`src/hw/rtl/assert_macros.svh`:
```
// ---------------------------------------------------------------------------
// assert_macros.svh
// Concurrent assertion helpers; clocked on clk, disabled during rst.
// ---------------------------------------------------------------------------
`ifndef ASSERT_MACROS_SVH
`define ASSERT_MACROS_SVH

// same-cycle implication
`define U8D_ASSERT(label, ante, cons, msg) \
  label: assert property (@(posedge clk) disable iff (rst) (ante) |-> (cons)) \
    else $error(msg);

// next-cycle implication
`define U8D_ASSERT_NEXT(label, ante, cons, msg) \
  label: assert property (@(posedge clk) disable iff (rst) (ante) |=> (cons)) \
    else $error(msg);

`endif

```
`src/hw/rtl/u8d_pkg.sv`:
```
// ---------------------------------------------------------------------------
// u8d_pkg
// Types and character constants shared by the UTF-8 stream decoder.
// ---------------------------------------------------------------------------
package u8d_pkg;

  localparam int CP_W  = 31;
  localparam int LEN_W = 3;

  typedef logic [CP_W-1:0]  cp_t;
  typedef logic [LEN_W-1:0] len_t;

  typedef struct packed {
    logic space;
    logic line_break;
  } char_class_t;

  // line breaks
  localparam cp_t CP_LF  = 31'h0000_000A;
  localparam cp_t CP_VT  = 31'h0000_000B;
  localparam cp_t CP_FF  = 31'h0000_000C;
  localparam cp_t CP_CR  = 31'h0000_000D;
  localparam cp_t CP_NEL = 31'h0000_0085;
  localparam cp_t CP_LS  = 31'h0000_2028;
  localparam cp_t CP_PS  = 31'h0000_2029;

  // whitespace
  localparam cp_t CP_NUL        = 31'h0000_0000;
  localparam cp_t CP_TAB        = 31'h0000_0009;
  localparam cp_t CP_SPACE      = 31'h0000_0020;
  localparam cp_t CP_NBSP       = 31'h0000_00A0;
  localparam cp_t CP_OGHAM      = 31'h0000_1680;
  localparam cp_t CP_EN_QUAD    = 31'h0000_2000;
  localparam cp_t CP_HAIR_SPACE = 31'h0000_200A;
  localparam cp_t CP_NNBSP      = 31'h0000_202F;
  localparam cp_t CP_MMSP       = 31'h0000_205F;
  localparam cp_t CP_IDEO_SPACE = 31'h0000_3000;

endpackage

```
`src/hw/rtl/u8d_classify.sv`:
```
// ---------------------------------------------------------------------------
// u8d_classify
// Whitespace and line break classification of one code point.
// ---------------------------------------------------------------------------
module u8d_classify
  import u8d_pkg::*;
(
  input  cp_t         code_point,
  input  logic        newline_counts_as_space,
  output char_class_t cls
);

  logic lb;
  logic plain_space;

  assign lb = (code_point == CP_LF) || (code_point == CP_VT) ||
              (code_point == CP_FF) || (code_point == CP_CR) ||
              (code_point == CP_NEL) || (code_point == CP_LS) ||
              (code_point == CP_PS);

  assign plain_space = (code_point == CP_NUL) || (code_point == CP_TAB) ||
                       (code_point == CP_SPACE) || (code_point == CP_NBSP) ||
                       (code_point == CP_OGHAM) || (code_point == CP_NNBSP) ||
                       (code_point == CP_MMSP) || (code_point == CP_IDEO_SPACE) ||
                       ((code_point >= CP_EN_QUAD) && (code_point <= CP_HAIR_SPACE));

  assign cls.line_break = lb;
  assign cls.space      = plain_space || (lb && newline_counts_as_space);

endmodule

```
`src/hw/rtl/utf8_stream_decoder.sv`:
```
// ---------------------------------------------------------------------------
// utf8_stream_decoder
// Byte-serial UTF-8 decoder with character classification.
// ---------------------------------------------------------------------------
// Takes one text byte per word on the slave stream and gives one decoded
// character per word on the master stream once its last byte has arrived
// (1 to 6 byte sequences). A byte is taken every cycle the output register
// is empty or being drained, so the sustained rate is one byte per clock;
// a character is output in the cycle after its last byte. Bytes following a
// start byte are treated as continuations regardless of their top bits.
// A stray continuation byte gives code point 0 with the stray flag set.
// ---------------------------------------------------------------------------
module utf8_stream_decoder
  import u8d_pkg::*;
(
  input  logic        clk,
  input  logic        rst,

  input  logic        cfg_we,
  input  logic        cfg_wdata,      // newline_counts_as_space

  input  logic        s_tvalid,
  output logic        s_tready,
  input  logic [7:0]  s_tdata,        // text_byte

  output logic        m_tvalid,
  input  logic        m_tready,
  output logic [39:0] m_tdata,        // code_point[30:0], byte_length[33:31], zero fill
  output logic [2:0]  m_tuser         // space_flag, line_break_flag, stray_flag
);

  `include "assert_macros.svh"

  logic        nl_space;
  len_t        bytes_pending, bytes_pending_next;
  len_t        seq_len, seq_len_next;
  cp_t         acc, acc_next;

  logic        out_valid, out_valid_next;
  cp_t         out_cp;
  len_t        out_len;
  logic        out_space, out_lb, out_stray;

  logic        accept;
  logic        emit;
  cp_t         emit_cp;
  len_t        emit_len;
  logic        emit_stray;
  cp_t         acc_shift;
  len_t        start_extra;
  logic [4:0]  start_payload;
  char_class_t cls;

  assign s_tready = !out_valid || m_tready;
  assign accept   = s_tvalid && s_tready;
  assign acc_shift = {acc[CP_W-7:0], s_tdata[5:0]};

  always_comb begin
    unique case (s_tdata) inside
      8'b110?_????: begin start_extra = 3'd1; start_payload = s_tdata[4:0]; end
      8'b1110_????: begin start_extra = 3'd2; start_payload = {1'b0, s_tdata[3:0]}; end
      8'b1111_0???: begin start_extra = 3'd3; start_payload = {2'b0, s_tdata[2:0]}; end
      8'b1111_10??: begin start_extra = 3'd4; start_payload = {3'b0, s_tdata[1:0]}; end
      8'b1111_11??: begin start_extra = 3'd5; start_payload = {4'b0, s_tdata[0]}; end
      default:      begin start_extra = 3'd0; start_payload = 5'd0; end
    endcase
  end

  always_comb begin
    bytes_pending_next = bytes_pending;
    seq_len_next       = seq_len;
    acc_next           = acc;
    emit               = 1'b0;
    emit_cp            = '0;
    emit_len           = 3'd1;
    emit_stray         = 1'b0;
    if (accept) begin
      if (bytes_pending != 3'd0) begin
        bytes_pending_next = bytes_pending - 3'd1;
        if (bytes_pending == 3'd1) begin
          emit         = 1'b1;
          emit_cp      = acc_shift;
          emit_len     = seq_len;
          seq_len_next = 3'd0;
          acc_next     = '0;
        end else begin
          acc_next = acc_shift;
        end
      end else if (!s_tdata[7]) begin
        emit    = 1'b1;
        emit_cp = {23'd0, s_tdata};
      end else if (!s_tdata[6]) begin
        emit       = 1'b1;
        emit_stray = 1'b1;
      end else begin
        bytes_pending_next = start_extra;
        seq_len_next       = start_extra + 3'd1;
        acc_next           = {26'd0, start_payload};
      end
    end
  end

  u8d_classify u_classify (
    .code_point              (emit_cp),
    .newline_counts_as_space (nl_space),
    .cls                     (cls)
  );

  always_comb begin
    if (emit) begin
      out_valid_next = 1'b1;
    end else if (m_tready) begin
      out_valid_next = 1'b0;
    end else begin
      out_valid_next = out_valid;
    end
  end

  always_ff @(posedge clk) begin
    if (rst) begin
      nl_space      <= 1'b1;
      bytes_pending <= '0;
      seq_len       <= '0;
      acc           <= '0;
      out_valid     <= 1'b0;
    end else begin
      if (cfg_we) begin
        nl_space <= cfg_wdata;
      end
      bytes_pending <= bytes_pending_next;
      seq_len       <= seq_len_next;
      acc           <= acc_next;
      out_valid     <= out_valid_next;
    end
  end

  always_ff @(posedge clk) begin
    if (emit) begin
      out_cp    <= emit_cp;
      out_len   <= emit_len;
      out_space <= cls.space;
      out_lb    <= cls.line_break;
      out_stray <= emit_stray;
    end
  end

  assign m_tvalid = out_valid;
  assign m_tdata  = {6'd0, out_len, out_cp};
  assign m_tuser  = {out_stray, out_lb, out_space};

  `U8D_ASSERT(a_idle_no_len, bytes_pending == 3'd0, seq_len == 3'd0, "length left with nothing pending")
  `U8D_ASSERT(a_len_covers, bytes_pending != 3'd0, seq_len > bytes_pending, "length below pending count")
  `U8D_ASSERT(a_stray_word, m_tvalid && m_tuser[2], m_tdata[33:0] == 34'h0_8000_0000, "bad stray word")
  `U8D_ASSERT_NEXT(a_last_byte_out, accept && bytes_pending == 3'd1, m_tvalid && m_tdata[33:31] == $past(seq_len), "sequence end lost")

endmodule
```
`config.mk`:
```
export PLATFORM = sky130hd
export DESIGN_NAME = utf8_stream_decoder
export DESIGN_NICKNAME = d
export VERILOG_FILES = /design/src/hw/rtl/u8d_pkg.sv /design/src/hw/rtl/u8d_classify.sv /design/src/hw/rtl/utf8_stream_decoder.sv
export VERILOG_INCLUDE_DIRS = /design/src /design/src/hw/rtl
export SDC_FILE = /design/constraint.sdc
export NUM_CORES = 1
export LEC_CHECK = 0
export BUFFER_PORTS_ARGS = -buffer_cell sky130_fd_sc_hd__buf_2
export CORE_ASPECT_RATIO = 1.4
export CORE_MARGIN = 8
export CORE_UTILIZATION = 25
export DETAILED_ROUTE_END_ITERATION = 8
export PLACE_DENSITY = 0.51
export RECOVER_POWER = 25
export SYNTH_ARGS = -nofsm -noshare
export SYNTH_HDL_FRONTEND = slang
export SYNTH_SLANG_ARGS = --single-unit
```
`constraint.sdc`:
```
create_clock -name clk -period 3 [get_ports clk]
set_input_delay 0.6 -clock clk [delete_from_list [all_inputs] [get_ports clk]]
set_output_delay 0.6 -clock clk [all_outputs]
set_load 0.05 [all_outputs]
```
* After elaboration in Yosys (flattened, before gate mapping)
Index checks and enable logic that the tools add are counted.
Operators by class: shift-type cells 0, multipliers 0, $lt $le $gt $ge 2, eq/ne operators 21, $add $sub $neg 2, div/mod/pow operators 0, bitwise logic cells 2, mux-type cells 24, reduce and logical (&&, ||, !) cells 29
Operators by type and width (count):
- $eq 31x14->1 const B | 5
- $eq 31x4->1 const B | 5
- $mux 25 | 4
- $mux 31 | 3
- $eq 31x8->1 const B | 2
- $eq 31x13->1 const B | 1
- $eq 31x6->1 const B | 1
- $ge 31x14->1 const B | 1
- $le 31x14->1 const B | 1
- $logic_not 31->1 | 1
- $pmux 5 s5 | 1
- $mux 3 | 7
- $logic_or 1x1->1 | 16
- $pmux 3 s5 | 1
- $eq 6x6->1 const B | 2
- $mux 1 | 7
- $mux 7 | 1
- $reduce_and 3->1 | 2
- $reduce_bool 2->1 | 3
- $eq 5x5->1 const B | 1
- $eq 4x4->1 const B | 1
- $reduce_and 4->1 | 1
- $add 3x1->3 const B | 1
- $eq 3x1->1 const B | 1
- other kinds (8) | 11
Storage, ports and cells: memories kept 0, register bits after elaboration 70, output and inout bits 45, input bits 14, bits in read-only memories 0, latch bits 0, bits in writable memories 0

* Logic depth before layout (Yosys ltp)
word-level depth 14, gate-level depth with buffers 11

* Cells and area by module
A second synthesis with hierarchy kept.
Second synthesis, totals: cell total of the unflattened synthesis 307, area total of the unflattened synthesis 3213.1 µm²
By module, submodules not included:
- utf8_stream_decoder | cells an instance 266, area each 2920.3 µm², instances 1
- u8d_classify | cells an instance 41, area each 292.8 µm², instances 1

* Least setup slack after synthesis
OpenSTA, ideal clock, no wires.
path type input -> register, start in m_tready, end reg out_cp[0] (enable), cell stages on the path 6, path buffers 2, required time 2.608 ns, setup slack 0.503 ns, arrival time 2.105 ns, cells stage by stage nand2b_1 > buf_6 > and2_1 > clkbuf_1 > nand3_1 > inv_1
On the way: cells in the longest elaborated chain, start to end 3
RTL lines:
- start, declared | line utf8_stream_decoder.sv:27 | input logic m_tready,
- $logic_or 1x1->1 | line utf8_stream_decoder.sv:54 | assign s_tready = !out_valid || m_tready;
- net s_tready | line utf8_stream_decoder.sv:23 | output logic s_tready,
- $logic_and 1x1->1 | line utf8_stream_decoder.sv:55 | assign accept = s_tvalid && s_tready;
- $mux 1 | line utf8_stream_decoder.sv:77 | if (accept) begin
- net emit | line utf8_stream_decoder.sv:45 | logic emit;
- end signal, assigned | line utf8_stream_decoder.sv:139 | out_cp <= emit_cp;
- end, declared | line utf8_stream_decoder.sv:40 | cp_t out_cp;
The timed path passes the listed nets, and every way through them passes these cells. A chain may end at the register's enable or synchronous reset.

==> flow_metrics.py <==
metrics = {
    "outcome": {
        "status": "finished with violations",
        "failed_checks": "max-capacitance violations, max-slew violations",
    },
    "critical_path": {
        "worstReg2RegEnd": "out_space",
        "r2r_start": "bytes_pending[0]",
        "worstPathRequired_ns": 3.08,
        "cp.arrival_ns": 2.58,
        "path_cells": "inv_1 -> ha_1 -> nor2b_4 -> and3_4 -> a2111oi_0 -> o311ai_1 -> o21ai_1 -> a311o_1",
        "cpLargestDelayFamily": "compound AO/OA/AOI/OAI gates",
        "path_max_fanout": 34,
        "cpPeakStageDelay_ns": 0.39,
        "worstRegToRegCells": 8,
        "cp.depth": 8,
        "critPathLaunchType": "flop",
        "crit_slowest_cell": "and3_4",
        "startpoint": "bytes_pending[0]",
        "crit_buf_inv": 1,
        "worstSetupEndpointType": "flop",
        "critPathKind": "reg2reg",
        "setup.worst_path.end": "out_space",
        "r2r_slack_ns": 0.50,
    },
    "floorplan": {
        "die_w_um": 114,
        "fp.dieH_um": 153,
        "initial_core_util": 0.253,
        "core_um2": 13300,
        "io_pins": 59,
        "rows": 50,
        "die_area_um2": 17500,
    },
    "timing": {
        "maxSlewHeadroom": -0.0674,
        "worstMarginPinSlew_ns": 1.60,
        "slew_viol_final": 34,
        "fin_hold_ws_ns": 0.464,
        "fmax_mhz": 401,
        "setup_viol": 0,
        "rsz0062_at_grt": "no",
        "tns_ns": 0,
        "finalHoldViolations": 0,
        "min_period_over_period": 0.832,
        "clock_skew_ns": 0.0104,
        "min_period_ns": 2.50,
    },
    "power": {
        "p_leak_nw": 1.41,
        "p_per_area_nw_per_um2": 758,
        "power_frac_comb": 0.266,
        "p_seq_frac": 0.393,
        "total_power_mw": 2.99,
        "internal-power_mw": 1.88,
        "p_sw_mw": 1.11,
        "vdd.ir_drop.worst_v": 0.000284,
        "swShare": 0.372,
        "clock_power_share": 0.341,
    },
    "place": {
        "gp_congestion": 0.819,
        "hpwlAfterDp_mm": 5.85,
        "placedCellCount": 544,
        "port_buffers": 52,
    },
    "global_routing": {
        "track_usage": 0.0979,
        "grt_max_degree": 37,
        "grt_antenna_before_repair": 1,
        "grt_pass1_wl_mm": 13.2,
        "grt_pass1_vias": 2525,
        "overflow": 0,
    },
    "clock_network": {
        "postCtsResizedCells": 0,
        "ctsHoldBuffers": 0,
        "clk_path_buf_depth": 2,
        "path_clk_slew_ns": 0.07,
        "cts_setup_buffers": 0,
        "cts_tree": "yes",
        "cts_buffers": 9,
        "h-tree-depth": 3,
        "clock-root-buffer": "clkbuf_16",
        "cts.sinks": 70,
        "clk_latency_ns": 0.34,
    },
    "route": {
        "wirelength_mm": 8.18,
        "met1_length_mm": 3.37,
        "top_layer": "met5",
        "dr_wl_met2_mm": 4.14,
        "dr_total_vias": 2562,
        "first_iter_violations": 149,
        "drc": 0,
        "final_antenna_net_count": 0,
        "met3RoutedLength_um": 443,
        "vias_per_cell": 4.58,
        "post_drt_wl_per_cell_um": 14.6,
        "dr.pass1.iters": 4,
    },
    "yosys": {
        "yosysWarningCount": 0,
        "async_flop_share": 0,
        "synth_area_um2": 3360,
        "synth.avg_cell_area_um2": 10.0,
        "synthTopCellsByArea": "edfxtp_1 33%, dfxtp_1 20%, and2_1 6.1%",
        "synth.distinct_cells": 58,
        "synth_area_leader_cell": "edfxtp_1",
        "synthDominantCellAreaShare": 0.330,
        "synth_edf_count": 37,
        "synth_flop_cell": "edfxtp_1",
        "syn_inst": 335,
        "synth_seq_cells": 70,
        "seq_area_frac_synth": 0.527,
    },
    "cells_and_area": {
        "diodes": 0,
        "nets": 391,
        "stdcell_count": 560,
        "syn2layout_area_growth_pct": 17.4,
        "drive_above_1_share": 0.135,
    },
    "flow_run": {
        "maxCapViolCount": 1,
    },
    "hold_path": {
        "min_path_type": "reg2reg",
    },
}
power groups by stage:
stage	clock, mW	combinational [mW]	sequential, mW
finish	1.02	0.795	1.18
detailed placement	0	0.823	1.20
global route	1.09	0.857	1.19
CTS	1.05	0.826	1.18
global placement	0	0.818	1.19
floorplan	0	0.392	1.45
cell usage after synthesis (all sizes together) (2+ instances only):
| cell | n |
|---|---|
| a211oi | 2 |
| nand3b | 3 |
| a32oi | 3 |
| nor4b | 2 |
| or3 | 2 |
| and3 | 4 |
| a2111oi | 2 |
| nand2 | 33 |
| dfxtp | 33 |
| nor3 | 3 |
| nor2 | 16 |
| edfxtp | 37 |
| o21ai | 6 |
| and2 | 33 |
| nand2b | 5 |
| nor2b | 5 |
| inv | 8 |
| nor4 | 4 |
| a22oi | 4 |
| a31oi | 3 |
| nand4 | 2 |
| clkbuf | 17 |
| buf | 17 |
| a21oi | 34 |
| nand3 | 27 |
| o211ai | 5 |
| or4 | 2 |
| a311o | 2 |
| ha | 4 |
sequential cells by signal, indices dropped and copies added, names as in the netlist:
register	flops
out_space	1
out_stray	1
bytes_pending	3
m_tvalid	1
seq_len	3
out_lb	1
acc	25
out_len	3
out_cp	31
nl_space	1
through the flow:
step | utilization | instance area, um^2 | setup WS (ns)
after floorplan | - | 3380 | 0.503
after global placement | 0.279 | 3700 | 0.472
after detailed placement | 0.279 | 3700 | 0.420
after CTS | 0.301 | 3990 | 0.463
after global routing | 0.298 | 3950 | 0.259
final | 0.298 | 3950 | 0.503
metal layers:
metal	GRT usage	vias to the layer above
met5	0	-
met4	0.0579	2
met3	0.0308	16
met2	0.166	58
met1	0.104	1228
li1	-	1258
worst register-to-register path: stages (launching register included):
cell and delay [ns]:
dfxtp_1 0.35, inv_1 0.08, ha_1 0.32, nor2b_4 0.22, and3_4 0.39, a2111oi_0 0.16, o311ai_1 0.24, o21ai_1 0.12
a311o_1 0.36
cells in the final DEF, fill, tap and decap left out, types with 3 or more instances in the layout:
| master | netlist | layout |
|---|---|---|
| edfxtp_1 | 37 | 37 |
| clkbuf_1 | 17 | 34 |
| and2_1 | 33 | 33 |
| nand2_1 | 33 | 33 |
| dfxtp_1 | 33 | 33 |
| a21oi_1 | 32 | 32 |
| nand3_1 | 27 | 27 |
| buf_2 | 2 | 18 |
| nor2_1 | 16 | 16 |
| clkbuf_16 | 0 | 9 |
| inv_1 | 8 | 8 |
| conb_1 | 1 | 6 |
| nand2b_1 | 4 | 4 |
| nor4_1 | 4 | 4 |
| a22oi_1 | 4 | 4 |
| o21ai_0 | 4 | 4 |
| o211ai_1 | 4 | 4 |
| ha_1 | 4 | 4 |
| nand3b_1 | 3 | 3 |
| and3_1 | 3 | 3 |
| nor3_1 | 3 | 3 |
| a32oi_1 | 3 | 3 |
| a31oi_1 | 3 | 3 |
| inv_6 | 0 | 3 |
| buf_4 | 10 | 3 |
worst min-delay path by stage:
stage | startpoint | end | slack, ns | cells past startpoint
after global routing | cfg_wdata | nl_space | 0.48 | 2
final | acc[22] | acc[22] | 0.46 | 2
after floorplan | acc[22] | acc[22] | 0.44 | 2
after CTS | acc[24] | acc[24] | 0.46 | 2
after global placement | acc[24] | acc[24] | 0.45 | 2
after detailed placement | acc[22] | acc[22] | 0.46 | 2
final cells by class:
cell class / instances / area (um^2)
tap: 182 / 228
sequential: 70 / 1770
inverter: 8 / 30.0
timing repair buffer: 56 / 260
fill: 1408 / 9320
clock inverter: 7 / 61.3
clock buffer: 9 / 225
multi-input combinational: 228 / 1370
cell families (layout without fill, tap and decap cells):
family	Yosys count	in the layout	synth area share
mux	1	1	0.00335
other cells	1	6	0.00112
fa+ha+maj	4	4	0.0149
flops	70	70	0.527
simple gates	146	146	0.242
buf+inv	42	80	0.0711
compound gates	69	69	0.135
xor+xnor	2	2	0.00521
Note: power is estimated with default switching activity, not from simulation.
